[src/suffix_automaton_substring_match_defines.svh]
// Assertion macros shared by the suffix automaton matcher RTL.
// Depends on a clock named i_clk and an active-low reset named i_rst_n in the using scope.
`ifndef SUFFIX_AUTOMATON_SUBSTRING_MATCH_DEFINES_SVH
`define SUFFIX_AUTOMATON_SUBSTRING_MATCH_DEFINES_SVH

// Checks a property on every clock edge outside reset.
`define SAM_ASSERT(lbl, prop, msg) \
    lbl: assert property (@(posedge i_clk) disable iff (!i_rst_n) prop) else $error(msg);

// Checks that a condition in one cycle implies another in the next cycle.
`define SAM_ASSERT_NEXT(lbl, pre, post, msg) \
    `SAM_ASSERT(lbl, (pre) |=> (post), msg)

`endif

[src/sam_pkg.sv]
// Shared constants, types and helpers for the suffix automaton matcher.
// Used by the controller, the datapath and the top level; depends on nothing.
`timescale 1ns / 1ps
`default_nettype none

package sam_pkg;

    localparam int MAX_TEXT  = 1024;
    localparam int MAX_NODES = 2048;
    localparam int ALPHABET  = 26;

    localparam int NODE_W = $clog2(MAX_NODES);
    localparam int LEN_W  = $clog2(MAX_TEXT + 1);
    localparam int SYM_W  = 5;
    localparam int OP_W   = 2;

    localparam logic [OP_W-1:0] OP_APPEND = 2'd0;
    localparam logic [OP_W-1:0] OP_MATCH  = 2'd1;
    localparam logic [OP_W-1:0] OP_CLEAR  = 2'd2;

    typedef logic [ALPHABET-1:0][NODE_W-1:0] t_row;

    // One bit per datapath step; bits raised together always touch different registers.
    typedef struct packed {
        logic clr;
        logic take;
        logic res_plain;
        logic res_full;
        logic ap_start;
        logic rd_p;
        logic ap_walk;
        logic ap_split;
        logic ap_link_q;
        logic ap_link_np;
        logic ap_redirect;
        logic ap_commit;
        logic m_start;
        logic m_fast;
        logic m_step;
    } t_dp_cmd;

    typedef struct packed {
        logic [OP_W-1:0] op;
        logic            sym_bad;
        logic            full;
        logic            edge_hit;
        logic            p_is_root;
        logic            q_solid;
        logic            redirect_hit;
    } t_dp_sts;

    // Length plus one, held at the longest text length.
    function automatic logic [LEN_W-1:0] sat_inc(input logic [LEN_W-1:0] x);
        logic [LEN_W-1:0] r;
        if (x >= LEN_W'(MAX_TEXT)) begin
            r = LEN_W'(MAX_TEXT);
        end else begin
            r = x + LEN_W'(1);
        end
        return r;
    endfunction

endpackage

`default_nettype wire

[src/sam_ctrl.sv]
// Sequencer for the suffix automaton matcher: one state per memory step.
// Depends on sam_pkg for the command and status structs and op codes.
`timescale 1ns / 1ps
`default_nettype none

module sam_ctrl
    import sam_pkg::*;
(
    input  wire logic    i_clk,
    input  wire logic    i_rst_n,
    input  wire logic    i_in_valid,
    output logic         o_in_ready,
    input  wire logic    i_out_free,
    output logic         o_emit,
    input  wire t_dp_sts i_sts,
    output t_dp_cmd      o_cmd
);

    localparam logic [3:0] ST_INIT   = 4'd0;
    localparam logic [3:0] ST_IDLE   = 4'd1;
    localparam logic [3:0] ST_DISP   = 4'd2;
    localparam logic [3:0] ST_AP_RD  = 4'd3;
    localparam logic [3:0] ST_AP_CHK = 4'd4;
    localparam logic [3:0] ST_AP_Q   = 4'd5;
    localparam logic [3:0] ST_CL2    = 4'd6;
    localparam logic [3:0] ST_CL3    = 4'd7;
    localparam logic [3:0] ST_RD2    = 4'd8;
    localparam logic [3:0] ST_CHK2   = 4'd9;
    localparam logic [3:0] ST_AP_END = 4'd10;
    localparam logic [3:0] ST_M_RD   = 4'd11;
    localparam logic [3:0] ST_M_CHK  = 4'd12;
    localparam logic [3:0] ST_DONE   = 4'd13;

    logic [3:0] r_state;
    logic [3:0] n_state;

    always_ff @(posedge i_clk) begin
        if (!i_rst_n) begin
            r_state <= ST_INIT;
        end else begin
            r_state <= n_state;
        end
    end

    always_comb begin
        o_cmd      = '0;
        n_state    = r_state;
        o_in_ready = 1'b0;
        o_emit     = 1'b0;
        unique case (r_state)
            ST_INIT: begin
                o_cmd.clr = 1'b1;
                n_state   = ST_IDLE;
            end
            ST_IDLE: begin
                o_in_ready = 1'b1;
                if (i_in_valid) begin
                    o_cmd.take = 1'b1;
                    n_state    = ST_DISP;
                end
            end
            ST_DISP: begin
                unique case (i_sts.op)
                    OP_APPEND: begin
                        if (i_sts.sym_bad) begin
                            o_cmd.res_plain = 1'b1;
                            n_state         = ST_DONE;
                        end else if (i_sts.full) begin
                            o_cmd.res_full = 1'b1;
                            n_state        = ST_DONE;
                        end else begin
                            o_cmd.ap_start = 1'b1;
                            n_state        = ST_AP_RD;
                        end
                    end
                    OP_MATCH: begin
                        if (i_sts.sym_bad) begin
                            o_cmd.m_fast = 1'b1;
                            n_state      = ST_DONE;
                        end else begin
                            o_cmd.m_start = 1'b1;
                            n_state       = ST_M_RD;
                        end
                    end
                    OP_CLEAR: begin
                        o_cmd.clr = 1'b1;
                        n_state   = ST_DONE;
                    end
                    default: begin
                        o_cmd.res_plain = 1'b1;
                        n_state         = ST_DONE;
                    end
                endcase
            end
            ST_AP_RD: begin
                o_cmd.rd_p = 1'b1;
                n_state    = ST_AP_CHK;
            end
            ST_AP_CHK: begin
                o_cmd.ap_walk = 1'b1;
                if (i_sts.edge_hit) begin
                    n_state = ST_AP_Q;
                end else if (i_sts.p_is_root) begin
                    n_state = ST_AP_END;
                end else begin
                    n_state = ST_AP_RD;
                end
            end
            ST_AP_Q: begin
                o_cmd.ap_split = 1'b1;
                n_state = i_sts.q_solid ? ST_AP_END : ST_CL2;
            end
            ST_CL2: begin
                o_cmd.ap_link_q = 1'b1;
                n_state         = ST_CL3;
            end
            ST_CL3: begin
                o_cmd.ap_link_np = 1'b1;
                o_cmd.rd_p       = 1'b1;
                n_state          = ST_CHK2;
            end
            ST_RD2: begin
                o_cmd.rd_p = 1'b1;
                n_state    = ST_CHK2;
            end
            ST_CHK2: begin
                o_cmd.ap_redirect = 1'b1;
                n_state = (i_sts.redirect_hit && !i_sts.p_is_root) ? ST_RD2 : ST_AP_END;
            end
            ST_AP_END: begin
                o_cmd.ap_commit = 1'b1;
                o_cmd.res_plain = 1'b1;
                n_state         = ST_DONE;
            end
            ST_M_RD: begin
                o_cmd.rd_p = 1'b1;
                n_state    = ST_M_CHK;
            end
            ST_M_CHK: begin
                o_cmd.m_step = 1'b1;
                n_state = (i_sts.edge_hit || i_sts.p_is_root) ? ST_DONE : ST_M_RD;
            end
            ST_DONE: begin
                if (i_out_free) begin
                    o_emit  = 1'b1;
                    n_state = ST_IDLE;
                end
            end
            default: begin
                n_state = ST_INIT;
            end
        endcase
    end

endmodule

`default_nettype wire

[config.mk]
export PLATFORM = sky130hd
export DESIGN_NAME = sam_ctrl
export DESIGN_NICKNAME = d
export VERILOG_FILES = /design/src/suffix_automaton_substring_match_defines.svh /design/src/sam_pkg.sv /design/src/sam_ctrl.sv
export SDC_FILE = /design/constraint.sdc
export NUM_CORES = 1
export LEC_CHECK = 0
export BUFFER_PORTS_ARGS = -buffer_cell sky130_fd_sc_hd__buf_2
export CAP_MARGIN = 5
export CORE_UTILIZATION = 30
export DETAILED_ROUTE_END_ITERATION = 16
export SLEW_MARGIN = 40
export SYNTH_ARGS = -nofsm -noshare
export SYNTH_HDL_FRONTEND = slang
export SYNTH_SLANG_ARGS = --single-unit
export TNS_END_PERCENT = 20
[constraint.sdc]
create_clock -name i_clk -period 2.5 [get_ports i_clk]
set_clock_uncertainty 0.1 [all_clocks]
set_input_delay 0.125 -clock i_clk [delete_from_list [all_inputs] [get_ports i_clk]]
set_output_delay 0.125 -clock i_clk [all_outputs]
set_load 0.005 [all_outputs]
==> summary.md, run 1 <==
| Metric | Value |
|---|---|
| Final Max Tran Viols | 0 |
| Routability cong. | 0.785 |
| Clk Latency, worst-skew pair | 0.23 ns |
| Crit path time final | 1.89 ns |
| Mapped Cells | between 90 and 100 |
| Post-Syn Area | 652 µm² |
| Hold path cells | 3 |
| Final core utilization | 0.404 |
| Synth area leader | dfxtp_1 |
| TritonCTS Buffers | 3 |
| Root Buffer | clkbuf_4 |
| Largest regs | r_state x4 |
| Status | finished clean |
| DRC errors left | 0 |
| Min Hold Slack | between 0.04 and 0.05 ns |
| Clk slew on worst S/H paths | 0.04 ns |
| Die height | 48.6 µm |
| #FFs+latches synth | 4 |
| Final setup viols | 0 |
| Final setup margin | around 0.6 ns |
| Sinks on Clock Net | 4 |
| DP Wirelength | 1.26 mm |
| Worst Max-Slew Pin Slew | 0.575 ns |
| CP top delay family | flip-flops |
| Initial DRC Count | 20 |
| Average routed wire per standard cell | roughly 11 µm |
| Arr. time, crit path | 1.67 ns |
| Worst Hold Class | in -> reg |
| F_max | 529 MHz |
| Period utilisation layout | 0.757 |
| CP Cell Sequence | nand2b_1 -> nor2_1 -> and3_1 -> buf_2 |
| Pre-CTS setup slack | 0.870 ns |
| Synth area leaders | dfxtp_1, ha_1, nand2b_1, nor2_1, inv_1 |
| WP data required | 2.28 ns |
| Synth top area share | 0.123 |
| Die X | 48.6 µm |
| Vias in the first global route | 618 |
| Share of cells above drive strength 1 | 0.279 |
| Mean post-synth cell area | between 6 and 7 µm² |
| Final hold vios | 0 |
| Fin nets | between 100 and 150 |
| Number of synthesized flops with an enable pin | 0 |
| GRT Total Usage | 0.148 |
| Power consumption | 406 µW |
| Vias | 761 |
| Die area | 0.00236 mm² |
| Maximum vdd ir drop | ~0.00019 V |
| Core area | 0.00200 mm² |
| Synth async-reset ratio | 0 |
| Max Used Layer | met3 |
| Crit Path Class | reg -> out |
| Cts repair resizes | 0 |
| Setup Buffers After CTS | 0 |
| M1 WL | 807 µm |
| Congestion Overflow GR | 0 |
| Worst R2R Path Depth | 4 |
| CP peak stage delay | 0.67 ns |
| Initial Util | 0.326 |
| Max reg flops | 4 |
| Critical Path Start Type | flop |
| Synth Warn # | 0 |
| Critical path depth | 4 |
| Met2 WL post-DR | approximately 730 µm |
| Count leader, synth | nor2_1 |
| # Max-Cap Violations | 0 |
| P&R area growth vs syn | 24.0% |
| Routed WL | 1.63 mm |
| Number of diodes | 0 |
| Distinct cells, synth | 35 |
| Pwr/cell area | 502 mW/mm² |
| Worst Path Buf+Inv | 1 |
| Global-route wire length before repair | between 2 and 3 mm |
| RSZ-0062 raised after global routing | false |
| CTS tree | done |
| Setup TNS | 0 ns |
| Sequential fraction of the synthesis area | 0.123 |
| Met3 wire length | 96 µm |
| Syn nets | roughly 120 |
| H-tree levels | 1 |
| Max stage delay cell, worst path | dfxtp_1 |
| Post-CTS Hold Buffers | 0 |
| Initial antenna violation count | 0 |
| Crit end category | output port |
| FP Rows | 16 |
| Largest net degree at the start of global routing | 20 |
| Rel. slew slack | 0.616 |
| LEAKAGE | about 0.42 nW |
| Post-route ant nets | 0 |
| Top cells by count, synth | nor2_1, inv_1, nand2_1, nand2b_1 |
| Worst reg2reg setup slack | ~0.86 ns |
| Main synth FF type | dfxtp_1 |
| CP Max Fanout | 19 |
| Top reg by flops | r_state |
| DR pass1 iterations | 4 |
| Vias/cell | 5.11 |
| Port Buf Inserts | 28 |
| Number of fill cells in the layout | 229 |
| Clock Tree Buf Depth | 2 |
| IO Pins | 29 |
[power breakdown]
part           switching [mW]  leakage, nW  internal [mW]
Combinational           0.106        0.372         0.0900
Clock                  0.0233       0.0138         0.0535
Sequential             0.0545       0.0329         0.0780
Total                   0.184        0.419          0.221
[cells by family after synthesis]
kind of cell | synth area share
AO/OA/AOI/OAI | 0.263
flip-flops | 0.123
adder cells (fa/ha/maj) | 0.0960
buffers and inverters | 0.119
AND/OR/NAND/NOR | 0.399
[metal layers]
metal  up-vias  global-route usage
li1        398                   -
met1       332               0.200
met2        31               0.227
met3         0              0.0377
met4         0              0.0441
met5         -                   0
[final cells by class]
class                      instances  area, µm²  share of cell area
multi-input combinational         77        494               0.611
timing repair buffer              28        140               0.173
sequential                         4       80.1              0.0991
inverter                          10       37.5              0.0464
tap                               27       33.8              0.0418
clock buffer                       3       22.5              0.0279
[per-stage QoR]
stage          area (µm²)  cells
2_1_floorplan         652     98
3_3_place_gp          786    146
3_5_place_dp          786    146
4_1_cts               808    149
5_1_grt               808    149
6_report              808    149
[layout by cell type (no fill, tap or decap), types with 2 or more instances in the layout]
master / count
a21o_1: 2
a21oi_1: 4
a31oi_1: 4
and2_1: 3
and3_1: 3
buf_2: 28
clkbuf_4: 3
dfxtp_1: 4
ha_1: 5
inv_1: 9
nand2_1: 7
nand2b_1: 7
nand3_1: 4
nor2_1: 10
nor3_1: 4
o21ai_0: 5
o221ai_1: 2
or2_1: 2
[final timing paths]
check	start	to
hold / removal	i_rst_n	r_state[1]$_SDFFE_PN0P_
setup / recovery	r_state[2]$_SDFFE_PN0P_	o_cmd[1]
hold reg to reg	r_state[3]$_SDFFE_PN0P_	r_state[3]$_SDFFE_PN0P_
setup reg to reg	r_state[1]$_SDFFE_PN0P_	r_state[2]$_SDFFE_PN0P_
[worst register-to-register path, stage by stage, from the launching register on]
cell and delay [ns]:
dfxtp_1 0.63, nand2b_1 0.28, nor2_1 0.23, o221ai_1 0.15, a31oi_1 0.16
Power figures use the tool's default switching activity.
==> run 2, diff against run 1 <==
Clock period 2.5 ns to 1.95 ns, I/O delays scaled along.
==> run 2 against run 1 <==
Cell count rose by 2.0%; wire length rose by 9.0%; final area rose by 3.3%; combinational power rose by 42%; worst setup slack got worse by 0.43 ns; global-route usage rose by 1.5 points; sequential share of layout area fell by 0.16 points; via count rose by 3.5%; die area did not move; non-clock buffer count rose by 3; total power rose by 33%; first-iteration DRC count rose by 15%; critical path type unchanged; highest routed layer is now met4.
==> summary.md, run 2 (synthesis gave the netlist of run 1 again) <==
| Metric | Value |
|---|---|
| Routability cong. | 0.783 (-0.28%) |
| DRC errors left | 0 (unchanged) |
| Critical Path Start Type | flop |
| Congestion Overflow GR | 0 (unchanged) |
| Max reg flops | 4 (unchanged) |
| Final Max Tran Viols | 0 (unchanged) |
| Die X | 48.6 µm (unchanged) |
| P_int | 297 µW (+34%) |
| Post-route ant nets | 0 (unchanged) |
| Worst Hold Class | in -> reg |
| Number of diodes | 0 (unchanged) |
| Die area | 0.00236 mm² (unchanged) |
| Commonest non-fill, non-tap cell in the layout | buf_2 |
| Initial Util | 0.326 (unchanged) |
| IO Pins | 29 (unchanged) |
| Clk Latency, worst-skew pair | 0.23 ns (about the same) |
| CTS tree | done |
| Fraction of power consumed by combinational cells | 0.515 (+0.031) |
| Rel. slew slack | 0.695 (+0.0788) |
| Worst Max-Slew Pin Slew | 0.457 ns (-0.118 ns) |
| Initial DRC Count | 23 (+15%) |
| DP Area | 801 µm² (+1.9%) |
| Share of cells above drive strength 1 | 0.296 (+0.0173) |
| FP Rows | 16 (unchanged) |
| Vias in the first global route | 684 (+11%) |
| Status | finished clean |
| Period utilisation layout | 0.907 |
| Clk slew on worst S/H paths | 0.03 ns (about the same) |
| Final hold vios | 0 (unchanged) |
| Largest regs | r_state x4 |
| Die height | 48.6 µm (unchanged) |
| CP Max Fanout | 15 (-4) |
| LEAKAGE | 0.434 nW (+3.6%) |
| GRT Total Usage | 0.163 (+0.0150) |
| Clock Tree Buf Depth | 2 (unchanged) |
| P&R area growth vs syn | 28.0% |
| Maximum vdd ir drop | 0.000355 V (+88%) |
| Setup TNS | 0 ns (unchanged) |
| Multi-input gate area | 494 µm² (unchanged) |
| Power share of the sequential group | 0.304 (-0.022) |
| Crit end category | output port |
| Top reg by flops | r_state |
| Vias/cell | 5.18 (+1.5%) |
| Clock network fraction of total power | 0.181 (-0.008) |
| Initial antenna violation count | 0 (unchanged) |
| Routed WL | 1.78 mm (+9.0%) |
| F_max | about 570 MHz |
| RSZ-0062 raised after global routing | false |
| H-tree levels | 1 (unchanged) |
| WP data required | 1.75 ns (-0.53 ns) |
| Vias | 788 (+3.5%) |
| Final Cell Area | 835 µm² (+3.3%) |
| Net Sw Frac | 0.451 (-0.00281) |
| Core area | 0.00200 mm² (unchanged) |
| # Max-Cap Violations | 0 (unchanged) |
| Fin nets | 144 (+2.1%) |
| Crit Path Class | reg -> out |
| Crit path time final | between 1.5 and 2 ns |
| Global-route wire length before repair | 3.03 mm (+9.5%) |
| Port Buf Inserts | 28 (unchanged) |
| Pwr/cell area | 648 mW/mm² (+29%) |
| Root Buffer | clkbuf_4 |
| Sinks on Clock Net | 4 (unchanged) |
| Most frequent cells in the layout | buf_2, nor2_1, inv_1, nand2_1, nand2b_1 |
| TritonCTS Buffers | 3 (unchanged) |
| Final setup viols | 0 (unchanged) |
| Largest net degree at the start of global routing | 20 (unchanged) |
| Number of fill cells in the layout | 229 (unchanged) |
| Total area of sequential cells | 81.3 µm² (+1.6%) |
| Net Switching | 244 µW (+32%) |
| DR pass1 iterations | 4 (unchanged) |
| Arr. time, crit path | 1.57 ns (-0.10 ns) |
| DP Wirelength | 1.39 mm (+10%) |
| Average routed wire per standard cell | 11.7 µm (+6.9%) |
[run 2: critical path, stage by stage, from the launching register on]
cell,delay (ns)
dfxtp_1,0.59
or2_1,0.33
nor2_1,0.12
and3_1,0.19
buf_2,0.12
[run 2: power groups by stage]
stage / clock network (mW) / logic, mW / registers, mW
after floorplan: 0 / 0.245 / 0.112
after global placement: 0 / 0.272 / 0.161
after detailed placement: 0 / 0.277 / 0.163
after CTS: 0.102 / 0.280 / 0.163
after global routing: 0.110 / 0.312 / 0.173
final: 0.0978 / 0.279 / 0.164
[run 2: area by class of cell]
cell class	instances	share of cell area
inverter	10	0.0450
clock buffer	3	0.0270
timing repair buffer	31	0.198
tap	27	0.0405
sequential	4	0.0975
multi-input combinational	77	0.592
[run 2: timing repair]
action	in CTS	in global routing
setup buffers	0	0
gates resized for setup	0	1
endpoints found under the hold margin	1	0
hold buffers	1	0
setup endpoints to repair	0	1
[run 2: routing by layer]
layer  wire length, µm  track usage
met1               824        0.208
met3               104       0.0377
met4                29       0.0588
met2               817        0.264
met5                 0            0
[run 2: final timing paths]
kind                           startpoint                      end  slack [ns]  depth (start not counted)
setup reg to reg  r_state[0]$_SDFFE_PN0P_  r_state[1]$_SDFFE_PN0P_        0.42                          4
setup / recovery  r_state[3]$_SDFFE_PN0P_                 o_cmd[1]        0.18                          4
hold reg to reg   r_state[2]$_SDFFE_PN0P_  r_state[3]$_SDFFE_PN0P_        0.56                          2
hold / removal                   i_sts[1]  r_state[3]$_SDFFE_PN0P_        0.08                          3
[run 2: per-stage QoR]
stage          power, mW  worst slack (ns)  hold slack (ns)   util  cells
2_1_floorplan      0.356             0.646            0.114      -     98
5_1_grt            0.595            0.0221           0.0775  0.417    152
4_1_cts            0.545            0.0952           0.0732  0.416    152
3_3_place_gp       0.433             0.400            0.243  0.400    148
6_report           0.541             0.181           0.0803  0.417    152
3_5_place_dp       0.440             0.354            0.238  0.400    148
